<file path="config.mk">
export PLATFORM = sky130hd
export DESIGN_NAME = sealed_record_hex_parser_top
export DESIGN_NICKNAME = d
export VERILOG_FILES = /design/src/design/srhp_pkg.sv /design/src/design/srhp_parse.sv /design/src/design/srhp_result_fifo.sv /design/src/design/sealed_record_hex_parser_top.sv
export VERILOG_INCLUDE_DIRS = /design/src /design/src/design
export SDC_FILE = /design/constraint.sdc
export NUM_CORES = 1
export LEC_CHECK = 0
export BUFFER_PORTS_ARGS = -buffer_cell sky130_fd_sc_hd__buf_2
export CORE_MARGIN = 5
export CORE_UTILIZATION = 57
export CTS_BUF_LIST = sky130_fd_sc_hd__clkbuf_4 sky130_fd_sc_hd__clkbuf_8
export CTS_CLUSTER_DIAMETER = 30
export DETAILED_ROUTE_END_ITERATION = 16
export GPL_TIMING_DRIVEN = 0
export PLACE_DENSITY = 0.78
export SLEW_MARGIN = 30
export SYNTH_ARGS = -nofsm -noshare
export SYNTH_HDL_FRONTEND = slang
export SYNTH_HIERARCHICAL = 1
export SYNTH_SLANG_ARGS = --single-unit
</file>
<file path="constraint.sdc">
create_clock -name clock -period 3.7 [get_ports clock]
set_input_delay 0.555 -clock clock [delete_from_list [all_inputs] [get_ports clock]]
set_output_delay 0.555 -clock clock [all_outputs]
set_load 0.1 [all_outputs]
</file>
<file path="src/design/sealed_record_hex_parser_top_defines.svh">
// Assertion macros shared by the sealed record hex parser RTL.
`ifndef SEALED_RECORD_HEX_PARSER_TOP_DEFINES_SVH
`define SEALED_RECORD_HEX_PARSER_TOP_DEFINES_SVH

// Flag any clock edge at which the condition holds.
`define SRHP_ASSERT_NEVER(lbl, clk, rst, expr, msg) \
   lbl: assert property (@(posedge clk) disable iff (rst) !(expr)) else $error(msg);

// Flag a consequent that fails in the cycle after its antecedent.
`define SRHP_ASSERT_NEXT(lbl, clk, rst, ante, cons, msg) \
   lbl: assert property (@(posedge clk) disable iff (rst) (ante) |=> (cons)) else $error(msg);

`endif

</file>
<file path="src/design/srhp_pkg.sv">
// Types, codes and helpers of the sealed record hex parser.
package srhp_pkg;

   localparam int MAX_CIPHER_BYTES = 64;
   localparam logic [7:0] MAX_CIPHER_DIGITS = 8'(2 * MAX_CIPHER_BYTES);
   localparam logic [7:0] NONCE_DIGITS = 8'd24;
   localparam logic [7:0] TAG_DIGITS = 8'd32;
   localparam logic [7:0] COUNT_MAX = 8'd255;
   localparam logic [7:0] CHAR_COLON = 8'h3a;

   localparam int FIFO_DEPTH = 4;
   localparam int FIFO_PTR_W = $clog2(FIFO_DEPTH);
   localparam int FIFO_CNT_W = $clog2(FIFO_DEPTH + 1);

   // Parser phases
   localparam logic [2:0] PH_PREFIX = 3'd0;
   localparam logic [2:0] PH_NONCE = 3'd1;
   localparam logic [2:0] PH_TAG = 3'd2;
   localparam logic [2:0] PH_CIPHER = 3'd3;
   localparam logic [2:0] PH_TAG_LENBAD = 3'd4;
   localparam logic [2:0] PH_CIPHER_LENBAD = 3'd5;

   // Result kinds
   localparam logic [1:0] KIND_NONCE = 2'd0;
   localparam logic [1:0] KIND_TAG = 2'd1;
   localparam logic [1:0] KIND_CIPHER = 2'd2;
   localparam logic [1:0] KIND_STATUS = 2'd3;

   // Record status codes
   localparam logic [2:0] ST_OK = 3'd0;
   localparam logic [2:0] ST_VERSION = 3'd1;
   localparam logic [2:0] ST_SEPARATOR = 3'd2;
   localparam logic [2:0] ST_LENGTH = 3'd3;
   localparam logic [2:0] ST_HEAD_HEX = 3'd4;
   localparam logic [2:0] ST_CIPHER_SIZE = 3'd5;
   localparam logic [2:0] ST_CIPHER_HEX = 3'd6;

   typedef struct packed {
      logic [1:0] kind;
      logic [7:0] byte_value;
      logic [2:0] status;
      logic       record_end;
   } result_type;

   // Up to two results from one character, first one first.
   typedef struct packed {
      logic [1:0] num;
      result_type first;
      result_type second;
   } push_type;

   typedef struct packed {
      logic       ok;
      logic [3:0] value;
   } nibble_type;

   function automatic nibble_type hex_nibble(input logic [7:0] c);
      nibble_type n;
      n.ok = 1'b1;
      n.value = 4'd0;
      if (c inside {[8'h30:8'h39]}) begin
         n.value = c[3:0];
      end else if (c inside {[8'h61:8'h66], [8'h41:8'h46]}) begin
         n.value = c[3:0] + 4'd9;
      end else begin
         n.ok = 1'b0;
      end
      return n;
   endfunction

   function automatic logic [7:0] prefix_char(input logic [1:0] idx);
      logic [7:0] c;
      case (idx)
         2'd0: c = 8'h76;
         2'd1: c = 8'h31;
         2'd2: c = CHAR_COLON;
         default: c = 8'h00;
      endcase
      return c;
   endfunction

endpackage

</file>
<file path="src/design/srhp_parse.sv">
// Record state and per-character decode: produces up to two results per character.
module srhp_parse (
   input  logic                clock,
   input  logic                reset,
   input  logic                fire,
   input  logic [7:0]          char_value,
   input  logic                last,
   output srhp_pkg::push_type  push
);

   logic [2:0] phase_ff, phase_in;
   logic [7:0] count_ff, count_in;
   logic [3:0] high_ff, high_in;
   logic       pbad_ff, pbad_in;
   logic       hbad_ff, hbad_in;
   logic       cbad_ff, cbad_in;
   logic       ended_ff, ended_in;

   srhp_pkg::nibble_type nib;
   logic       byte_valid;
   logic [1:0] byte_kind;
   logic [7:0] byte_val;
   logic       status_valid;
   logic [2:0] status_code;
   srhp_pkg::result_type byte_item;
   srhp_pkg::result_type status_item;

   assign nib = srhp_pkg::hex_nibble(char_value);

   always_comb begin
      phase_in = phase_ff;
      count_in = count_ff;
      high_in = high_ff;
      pbad_in = pbad_ff;
      hbad_in = hbad_ff;
      cbad_in = cbad_ff;
      ended_in = ended_ff;
      byte_valid = 1'b0;
      byte_kind = srhp_pkg::KIND_NONCE;
      byte_val = {high_ff, nib.value};
      status_valid = 1'b0;
      status_code = srhp_pkg::ST_OK;

      if (fire && !ended_ff) begin
         if (char_value == 8'h00) begin
            ended_in = 1'b1;
         end else if (phase_ff == srhp_pkg::PH_PREFIX) begin
            if (!pbad_ff) begin
               if (count_ff < 8'd3 && char_value == srhp_pkg::prefix_char(count_ff[1:0])) begin
                  if (count_ff == 8'd2) begin
                     phase_in = srhp_pkg::PH_NONCE;
                     count_in = 8'd0;
                     high_in = 4'd0;
                  end else begin
                     count_in = count_ff + 8'd1;
                  end
               end else begin
                  pbad_in = 1'b1;
               end
            end
         end else if (char_value == srhp_pkg::CHAR_COLON && phase_ff == srhp_pkg::PH_NONCE) begin
            phase_in = (count_ff == srhp_pkg::NONCE_DIGITS) ? srhp_pkg::PH_TAG
                                                            : srhp_pkg::PH_TAG_LENBAD;
            count_in = 8'd0;
            high_in = 4'd0;
         end else if (char_value == srhp_pkg::CHAR_COLON &&
                      (phase_ff == srhp_pkg::PH_TAG || phase_ff == srhp_pkg::PH_TAG_LENBAD)) begin
            phase_in = (phase_ff == srhp_pkg::PH_TAG && count_ff == srhp_pkg::TAG_DIGITS)
                       ? srhp_pkg::PH_CIPHER : srhp_pkg::PH_CIPHER_LENBAD;
            count_in = 8'd0;
            high_in = 4'd0;
         end else if (phase_ff <= srhp_pkg::PH_CIPHER_LENBAD) begin
            if (phase_ff == srhp_pkg::PH_NONCE) begin
               byte_kind = srhp_pkg::KIND_NONCE;
            end else if (phase_ff == srhp_pkg::PH_TAG || phase_ff == srhp_pkg::PH_TAG_LENBAD) begin
               byte_kind = srhp_pkg::KIND_TAG;
            end else begin
               byte_kind = srhp_pkg::KIND_CIPHER;
            end
            if (!nib.ok) begin
               if (byte_kind == srhp_pkg::KIND_CIPHER) begin
                  cbad_in = 1'b1;
               end else begin
                  hbad_in = 1'b1;
               end
            end
            // A saturated field stops emitting bytes
            if (count_ff != srhp_pkg::COUNT_MAX) begin
               if (!count_ff[0]) begin
                  high_in = nib.value;
               end else begin
                  byte_valid = 1'b1;
               end
               count_in = count_ff + 8'd1;
            end
         end
      end

      if (fire && last) begin
         status_valid = 1'b1;
         if (phase_in == srhp_pkg::PH_PREFIX || pbad_in) begin
            status_code = srhp_pkg::ST_VERSION;
         end else if (phase_in == srhp_pkg::PH_NONCE || phase_in == srhp_pkg::PH_TAG ||
                      phase_in == srhp_pkg::PH_TAG_LENBAD) begin
            status_code = srhp_pkg::ST_SEPARATOR;
         end else if (phase_in != srhp_pkg::PH_CIPHER || count_in == 8'd0) begin
            status_code = srhp_pkg::ST_LENGTH;
         end else if (hbad_in) begin
            status_code = srhp_pkg::ST_HEAD_HEX;
         end else if (count_in[0] || count_in > srhp_pkg::MAX_CIPHER_DIGITS) begin
            status_code = srhp_pkg::ST_CIPHER_SIZE;
         end else if (cbad_in) begin
            status_code = srhp_pkg::ST_CIPHER_HEX;
         end else begin
            status_code = srhp_pkg::ST_OK;
         end
         // Re-arm for the next record
         phase_in = srhp_pkg::PH_PREFIX;
         count_in = 8'd0;
         high_in = 4'd0;
         pbad_in = 1'b0;
         hbad_in = 1'b0;
         cbad_in = 1'b0;
         ended_in = 1'b0;
      end
   end

   always_comb begin
      byte_item.kind = byte_kind;
      byte_item.byte_value = byte_val;
      byte_item.status = srhp_pkg::ST_OK;
      byte_item.record_end = 1'b0;
      status_item.kind = srhp_pkg::KIND_STATUS;
      status_item.byte_value = 8'd0;
      status_item.status = status_code;
      status_item.record_end = 1'b1;
      push.num = 2'({1'b0, byte_valid} + {1'b0, status_valid});
      push.first = byte_valid ? byte_item : status_item;
      push.second = status_item;
   end

   always_ff @(posedge clock) begin
      if (reset) begin
         phase_ff <= srhp_pkg::PH_PREFIX;
         count_ff <= 8'd0;
         high_ff <= 4'd0;
         pbad_ff <= 1'b0;
         hbad_ff <= 1'b0;
         cbad_ff <= 1'b0;
         ended_ff <= 1'b0;
      end else begin
         phase_ff <= phase_in;
         count_ff <= count_in;
         high_ff <= high_in;
         pbad_ff <= pbad_in;
         hbad_ff <= hbad_in;
         cbad_ff <= cbad_in;
         ended_ff <= ended_in;
      end
   end

endmodule

</file>
<file path="src/design/srhp_result_fifo.sv">
// Small result queue that takes up to two results per cycle and hands out one while the reader is ready.
module srhp_result_fifo (
   input  logic                                  clock,
   input  logic                                  reset,
   input  srhp_pkg::push_type                    push,
   output logic                                  room_for_two,
   output logic [srhp_pkg::FIFO_CNT_W-1:0]       fill,
   output logic                                  out_valid,
   input  logic                                  out_ready,
   output srhp_pkg::result_type                  out_item
);

   srhp_pkg::result_type entry_ff [srhp_pkg::FIFO_DEPTH];
   logic [srhp_pkg::FIFO_PTR_W-1:0] wr_ptr_ff, wr_ptr_in;
   logic [srhp_pkg::FIFO_PTR_W-1:0] rd_ptr_ff, rd_ptr_in;
   logic [srhp_pkg::FIFO_CNT_W-1:0] count_ff, count_in;
   logic                            pop;

   assign out_valid = (count_ff != '0);
   assign out_item = entry_ff[rd_ptr_ff];
   assign pop = out_valid && out_ready;
   assign fill = count_ff;
   assign room_for_two = (count_ff <= srhp_pkg::FIFO_CNT_W'(srhp_pkg::FIFO_DEPTH - 2));

   assign wr_ptr_in = wr_ptr_ff + srhp_pkg::FIFO_PTR_W'(push.num);
   assign rd_ptr_in = rd_ptr_ff + srhp_pkg::FIFO_PTR_W'(pop);
   assign count_in = count_ff + srhp_pkg::FIFO_CNT_W'(push.num)
                     - srhp_pkg::FIFO_CNT_W'(pop);

   always_ff @(posedge clock) begin
      if (push.num != 2'd0) begin
         entry_ff[wr_ptr_ff] <= push.first;
      end
      if (push.num == 2'd2) begin
         entry_ff[wr_ptr_ff + srhp_pkg::FIFO_PTR_W'(1)] <= push.second;
      end
   end

   always_ff @(posedge clock) begin
      if (reset) begin
         wr_ptr_ff <= '0;
         rd_ptr_ff <= '0;
         count_ff <= '0;
      end else begin
         wr_ptr_ff <= wr_ptr_in;
         rd_ptr_ff <= rd_ptr_in;
         count_ff <= count_in;
      end
   end

endmodule

</file>
<file path="src/design/sealed_record_hex_parser_top.sv">
// Flow: a transferred character is registered, then decoded once the result queue has room for two
// results; its results enter the queue at the edge that ends the decode and raise rsp_tvalid.
// Throughput: one character per cycle; the input holds while the four-entry result queue has
// fewer than two free entries, and a last character that also completes a byte yields two
// results, handed out in order, the byte first.
// Reset: synchronous, active high; clears the record state and empties the queue.
`include "sealed_record_hex_parser_top_defines.svh"

module sealed_record_hex_parser_top (
   input  logic        clock,
   input  logic        reset,
   input  logic        req_tvalid,
   output logic        req_tready,
   input  logic [7:0]  req_tdata,    // [7:0] char_in
   input  logic        req_tlast,    // last_in
   output logic        rsp_tvalid,
   input  logic        rsp_tready,
   output logic [15:0] rsp_tdata,    // [7:0] byte_value, [10:8] status, [15:11] zero
   output logic [1:0]  rsp_tuser,    // [1:0] kind
   output logic        rsp_tlast     // record_end
);

   logic       in_valid_ff, in_valid_in;
   logic [7:0] char_ff;
   logic       last_ff;
   logic       advance;
   logic       room_for_two;
   logic [srhp_pkg::FIFO_CNT_W-1:0] fill;
   srhp_pkg::push_type   push;
   srhp_pkg::result_type out_item;

   assign advance = in_valid_ff && room_for_two;
   assign req_tready = !in_valid_ff || advance;

   always_comb begin
      in_valid_in = in_valid_ff;
      if (req_tvalid && req_tready) begin
         in_valid_in = 1'b1;
      end else if (advance) begin
         in_valid_in = 1'b0;
      end
   end

   always_ff @(posedge clock) begin
      if (reset) begin
         in_valid_ff <= 1'b0;
      end else begin
         in_valid_ff <= in_valid_in;
      end
   end

   // Hold the payload until the transfer lands
   always_ff @(posedge clock) begin
      if (req_tvalid && req_tready) begin
         char_ff <= req_tdata;
         last_ff <= req_tlast;
      end
   end

   srhp_parse u_parse (
      .clock      (clock),
      .reset      (reset),
      .fire       (advance),
      .char_value (char_ff),
      .last       (last_ff),
      .push       (push)
   );

   srhp_result_fifo u_fifo (
      .clock        (clock),
      .reset        (reset),
      .push         (push),
      .room_for_two (room_for_two),
      .fill         (fill),
      .out_valid    (rsp_tvalid),
      .out_ready    (rsp_tready),
      .out_item     (out_item)
   );

   assign rsp_tdata = {5'd0, out_item.status, out_item.byte_value};
   assign rsp_tuser = out_item.kind;
   assign rsp_tlast = out_item.record_end;

   `SRHP_ASSERT_NEVER(a_fifo_bound, clock, reset,
      fill > srhp_pkg::FIFO_CNT_W'(srhp_pkg::FIFO_DEPTH), "result queue overflow")
   `SRHP_ASSERT_NEVER(a_status_shape, clock, reset,
      rsp_tvalid && (rsp_tuser == srhp_pkg::KIND_STATUS) != rsp_tlast,
      "record end does not match status kind")
   `SRHP_ASSERT_NEXT(a_stalled_char_kept, clock, reset, in_valid_ff && !advance,
      in_valid_ff, "stalled character dropped")

endmodule
</file>
* Word-level counts from Yosys, hierarchy flattened
Memories as Yosys holds them, arrays and structs flattened. A register that Yosys moved wholly into a read port is not among the register bits.
Index checks and enable logic that the tools add are counted.
** Cells by class
- Add/subtract/negate cells :: 8
- Magnitude comparators :: 10
- Equal/unequal tests :: 21
- Multiplexer cells :: 97
- Bitwise gates (word level) :: 1
- Reductions and logical operators :: 35
** Operators by type and width (number)
- $mux W8 :: 14
- $mux W3 :: 17
- $mux W4 :: 11
- $mux W1 :: 38
- $mux W2 :: 15
- $pmux W7 S3 :: 1
- $eq A8 B6 Y1 const B :: 2
- $ge A8 B7 Y1 const B :: 2
- $le A8 B7 Y1 const B :: 2
- $logic_not A8 Y1 :: 2
- $mux W14 :: 1
- $logic_and A1 B1 Y1 :: 12
- $add A8 B1 Y8 const B :: 1
- $eq A8 B2 Y1 const B :: 1
- $eq A8 B5 Y1 const B :: 1
- $eq A8 B8 Y1 :: 1
- $ge A8 B6 Y1 const B :: 1
- $gt A8 B8 Y1 const B :: 1
- $le A8 B6 Y1 const B :: 1
- $lt A8 B2 Y1 const B :: 1
- $ne A8 B8 Y1 const B :: 1
- $reduce_and A8 Y1 :: 1
- $reduce_bool A4 Y1 :: 2
- $logic_or A1 B1 Y1 :: 7
- other kinds (25) :: 36
** Word-level totals
- Register bits :: 36
- Bits in writable memories :: 56
- Output and inout bits :: 21
- Memories kept :: 1
** Memory list
- u_fifo.entry_ff :: words 4, bits a word 14, rd ports 1, clocked after Yosys merged registers in 1, write ports 2, RTL line srhp_result_fifo.sv:13 : srhp_pkg::result_type entry_ff [srhp_pkg::FIFO_DEPTH];

* Logic depth before layout (Yosys ltp)
- Depth after elaboration :: 27
- Mapped depth :: 16

* Cells and area by module
The synthesis kept the hierarchy.
** Modules (own cells, without submodules)
- srhp_result_fifo :: times used 1, cells each 186, area each 3210.6 um^2, seq. area each 1821.7 um^2
- srhp_parse :: times used 1, cells each 275, area each 2087.0 um^2, seq. area each 380.4 um^2
- sealed_record_hex_parser_top :: times used 1, cells each 21, area each 374.1 um^2, seq. area each 290.3 um^2

* Least setup slack after synthesis
Ideal clock, no wire load.
- Kind :: reg2reg
- From :: reg char_ff[0]
- To :: mem u_fifo/entry_ff[2][0] in the netlist's numbering (enable)
- Library setup time :: 0.390 ns
- Arrival time :: 3.589 ns
- Data required time :: 3.310 ns
- Setup slack :: -0.278 ns
- Stages on the path, launching flop included :: 12
- Path buffers :: 2
- Period minus slack after synthesis :: 3.978 ns
- Path through :: edfxtp_1 > inv_1 > ha_1 > nor4b_2 > a211o_1 > a21oi_1 > and3_1 > clkbuf_1 > ha_1 > buf_4 > or3b_2 > a21oi_1
** RTL lines
- start: declaration :: RTL line sealed_record_hex_parser_top.sv:24 : logic [7:0] char_ff;
- start signal: assignment :: RTL line sealed_record_hex_parser_top.sv:55 : char_ff <= req_tdata;
- end: declaration :: RTL line srhp_result_fifo.sv:13

==> results.cfg <==
[outcome]
outcome = completed

[die]
io_pins = 34
core-area_sq_mm = 0.00973
die_y_microns = 110
die_width_microns = 110
num_rows = 36
die_area_sq_mm = 0.0120
initial_core_util = 0.583

[power_and_ir_drop]
p_sw_frac = 0.395
vdd_ir_drop_max_uv = 348
pwr-share-seq = 0.428
cell_internal_pwr_w = 0.00167
power.share.clock = 0.246
comb_power_share = 0.326
leakage_nw = 2.41
finalPower_w = 0.00277
switching_power_w = 0.00109
p_per_area_mw_per_mm2 = 429

[yosys]
ys_ff_latch = 92
synth_edf_count = 65
syn_area_sq_mm = 0.00567
synth_warnings = 6
synth_top_cell_area_share = 0.344
yosys-top-cells-area = edfxtp_1 (34%), mux2_2 (11%), dfxtp_1 (9.5%)
synth.most_common_cell = edfxtp_1
seq_area_frac_synth = 0.439
synth_common_cells = edfxtp_1 (65), mux2_2 (53), nor2_1 (36)
ys.flop_type = edfxtp_1
synth_top_area_cell = edfxtp_1
synth.avg_cell_area_sq_um = 11.8
ys_async_sr_fraction = 0
synth_cells = 482
synth_cell_type_count = 86

[sta]
clock_skew_ns = 0.0234
fin_crit_sh = 0.987
fin_crit_ns = 3.65
setup_viol_count_final = 0
maxSlewViolCount = 0
layout_setup_ws_ns = 0.0494
tightest_slew_ns = 0.851
max_freq_mhz = 274
maxSlewHeadroom = 0.432
fin_hold_ws_ns = 0.353
hold_violations = 0

[critical_path]
path_cells = inv_2 > ha_1 > and3b_1 > a21oi_2 > or2_1 > buf_6 > and3_2 > clkbuf_4 > ha_1 > buf_4 > nor4bb_2 > buf_4 > buf_8 > mux2_2
path_depth = 14
crit_family = simple AND/OR/NAND/NOR gates
crit_fanout = 10
critPathCaptureType = flop
worst_ep_arrival_time_ns = 3.78
ff2ff_path_depth = 14
max_stage_delay_ns = 0.44
crit_type = flop to flop
crit_required_ns = 3.83
path_buf_inv = 6
slowest_stage = edfxtp_1
critPathLaunchType = flop

[route]
dr.pass1.iters = 4
wire_per_inst_microns = 18.5
routed_wirelength_microns = 12700
detail-route-antenna-nets = 0
dr_total_vias = 4021
first_iter_violations = 235
route.detailed.drc = 0
viasPerCell = 5.86

[clock_network]
cts_buffer_depth = 2
clk_root_buffer_cell = clkbuf_8
hold_buffers = 0
cts_tree = done
clk_latency_ns = 0.38
cts_buffers = 9
h-tree-depth = 3
clk_pin_slew_ns = 0.10
cts_sinks = 92

[final_layout]
drive_above_1_share = 0.374
finalNonFillerCells = 686
final_nets = 577
diodes = 0
syn_to_final_growth_pct = 13.8
final_util = 0.663

[global_route]
track_usage = 0.224
grt_start_max_net_pins = 19
grt_pass1_vias = 3949
grt-ovfl-total = 0
antenna_found_initial = 0
grt_pass1_wl_microns = 20400

[place]
dp_cells = 658
pre_cts_slack_ns = -0.800
post-dp-hpwl_microns = 9110
io_buffer_count = 28
gp_congestion = 0.913

[run]
cap_violations = 0

[worst_hold_path]
hp-class = input port to flop
whs_path_depth = 1
[cell families after synthesis]
kind of cell | after synthesis | synth area share
AO/OA/AOI/OAI | 80 | 0.105
other | 3 | 0.00199
flip-flops | 92 | 0.439
adder cells (fa/ha/maj) | 17 | 0.0386
multiplexers | 76 | 0.178
AND/OR/NAND/NOR | 146 | 0.155
XOR/XNOR | 8 | 0.0174
buffers and inverters | 60 | 0.0642
[metrics by stage]
| step | instance area [sq um] | TNS [ns] |
|---|---|---|
| after floorplan | 5720 | 0 |
| after global placement | 6030 | -56.63 |
| final | 6450 | 0 |
| after detailed placement | 6060 | -39.93 |
| after global routing | 6450 | -0.158 |
| after CTS | 6340 | 0 |
[worst register-to-register path, cell delays in order, from the launching register on]
cell	delay, ns
edfxtp_1	0.44
inv_2	0.12
ha_1	0.17
and3b_1	0.25
a21oi_2	0.10
or2_1	0.24
buf_6	0.14
and3_2	0.23
clkbuf_4	0.19
ha_1	0.33
buf_4	0.19
nor4bb_2	0.32
buf_4	0.20
buf_8	0.15
mux2_2	0.35
[area by class of cell]
type / instances / area, sq um
Tap cell: 133 / 166
Timing Repair Buffer: 42 / 265
Clock inverter: 7 / 70.1
Buffer: 41 / 302
Clock buffer: 9 / 124
Sequential cell: 92 / 2490
Inverter: 19 / 71.3
Fill cell: 740 / 3270
Multi-Input combinational cell: 343 / 2960
[routing by layer]
| metal | GRT usage | routed length (microns) |
|---|---|---|
| met1 | 0.292 | 5430 |
| met2 | 0.378 | 6270 |
| met3 | 0.0393 | 748 |
| met4 | 0.0784 | 263 |
| met5 | 0 | 0 |
[placed cells by master, fill, tap and decap left out, drive strengths merged, types with 16 or more instances in the layout]
cell type / synthesis / final
edfxtp: 65 / 65
mux2: 58 / 58
clkbuf: 6 / 17
nand2: 25 / 25
dfxtp: 27 / 27
inv: 19 / 22
buf: 35 / 75
conb: 3 / 16
nor2: 36 / 36
a21oi: 27 / 27
[state kept, by name, summed over array words and instances (netlist names)]
| name | cells |
|---|---|
| u_fifo/entry_ff | 56 |
| u_parse/count_ff | 8 |
| u_parse/ended_ff | 1 |
| u_parse/phase_ff | 3 |
| in_valid_ff | 1 |
| char_ff | 8 |
| u_fifo/wr_ptr_ff | 2 |
| u_parse/hbad_ff | 1 |
| u_fifo/fill | 3 |
| last_ff | 1 |
| u_parse/high_ff | 4 |
| u_parse/pbad_ff | 1 |
| u_parse/cbad_ff | 1 |
| u_fifo/rd_ptr_ff | 2 |
[worst paths after layout]
path / slack (ns) / from / endpoint
setup reg to reg: 0.05 / char_ff[0] / u_fifo/entry_ff[3][9]
hold / removal: 0.35 / req_tdata[3] / char_ff[3]
setup / recovery: 0.05 / char_ff[0] / u_fifo/entry_ff[3][9]
hold reg to reg: 0.46 / u_parse/high_ff[0] / u_parse/high_ff[0]
[power by group through the flow]
stage | Clock (W) | Sequential (W) | Combinational (W)
after floorplan | 0 | 0.00120 | 0.000753
after CTS | 0.000694 | 0.00118 | 0.000901
after detailed placement | 0 | 0.00121 | 0.000886
final | 0.000681 | 0.00118 | 0.000903
after global placement | 0 | 0.00121 | 0.000868
after global routing | 0.000735 | 0.00119 | 0.000955
[repair_timing]
| action | 4_1_cts | 5_1_grt |
|---|---|---|
| endpoints found under the setup margin | 110 | 63 |
| pin swaps | 2 | 3 |
| setup buffers | 4 | 8 |
| gates resized for setup | 10 | 16 |
(Power assumes the default switching activity.)
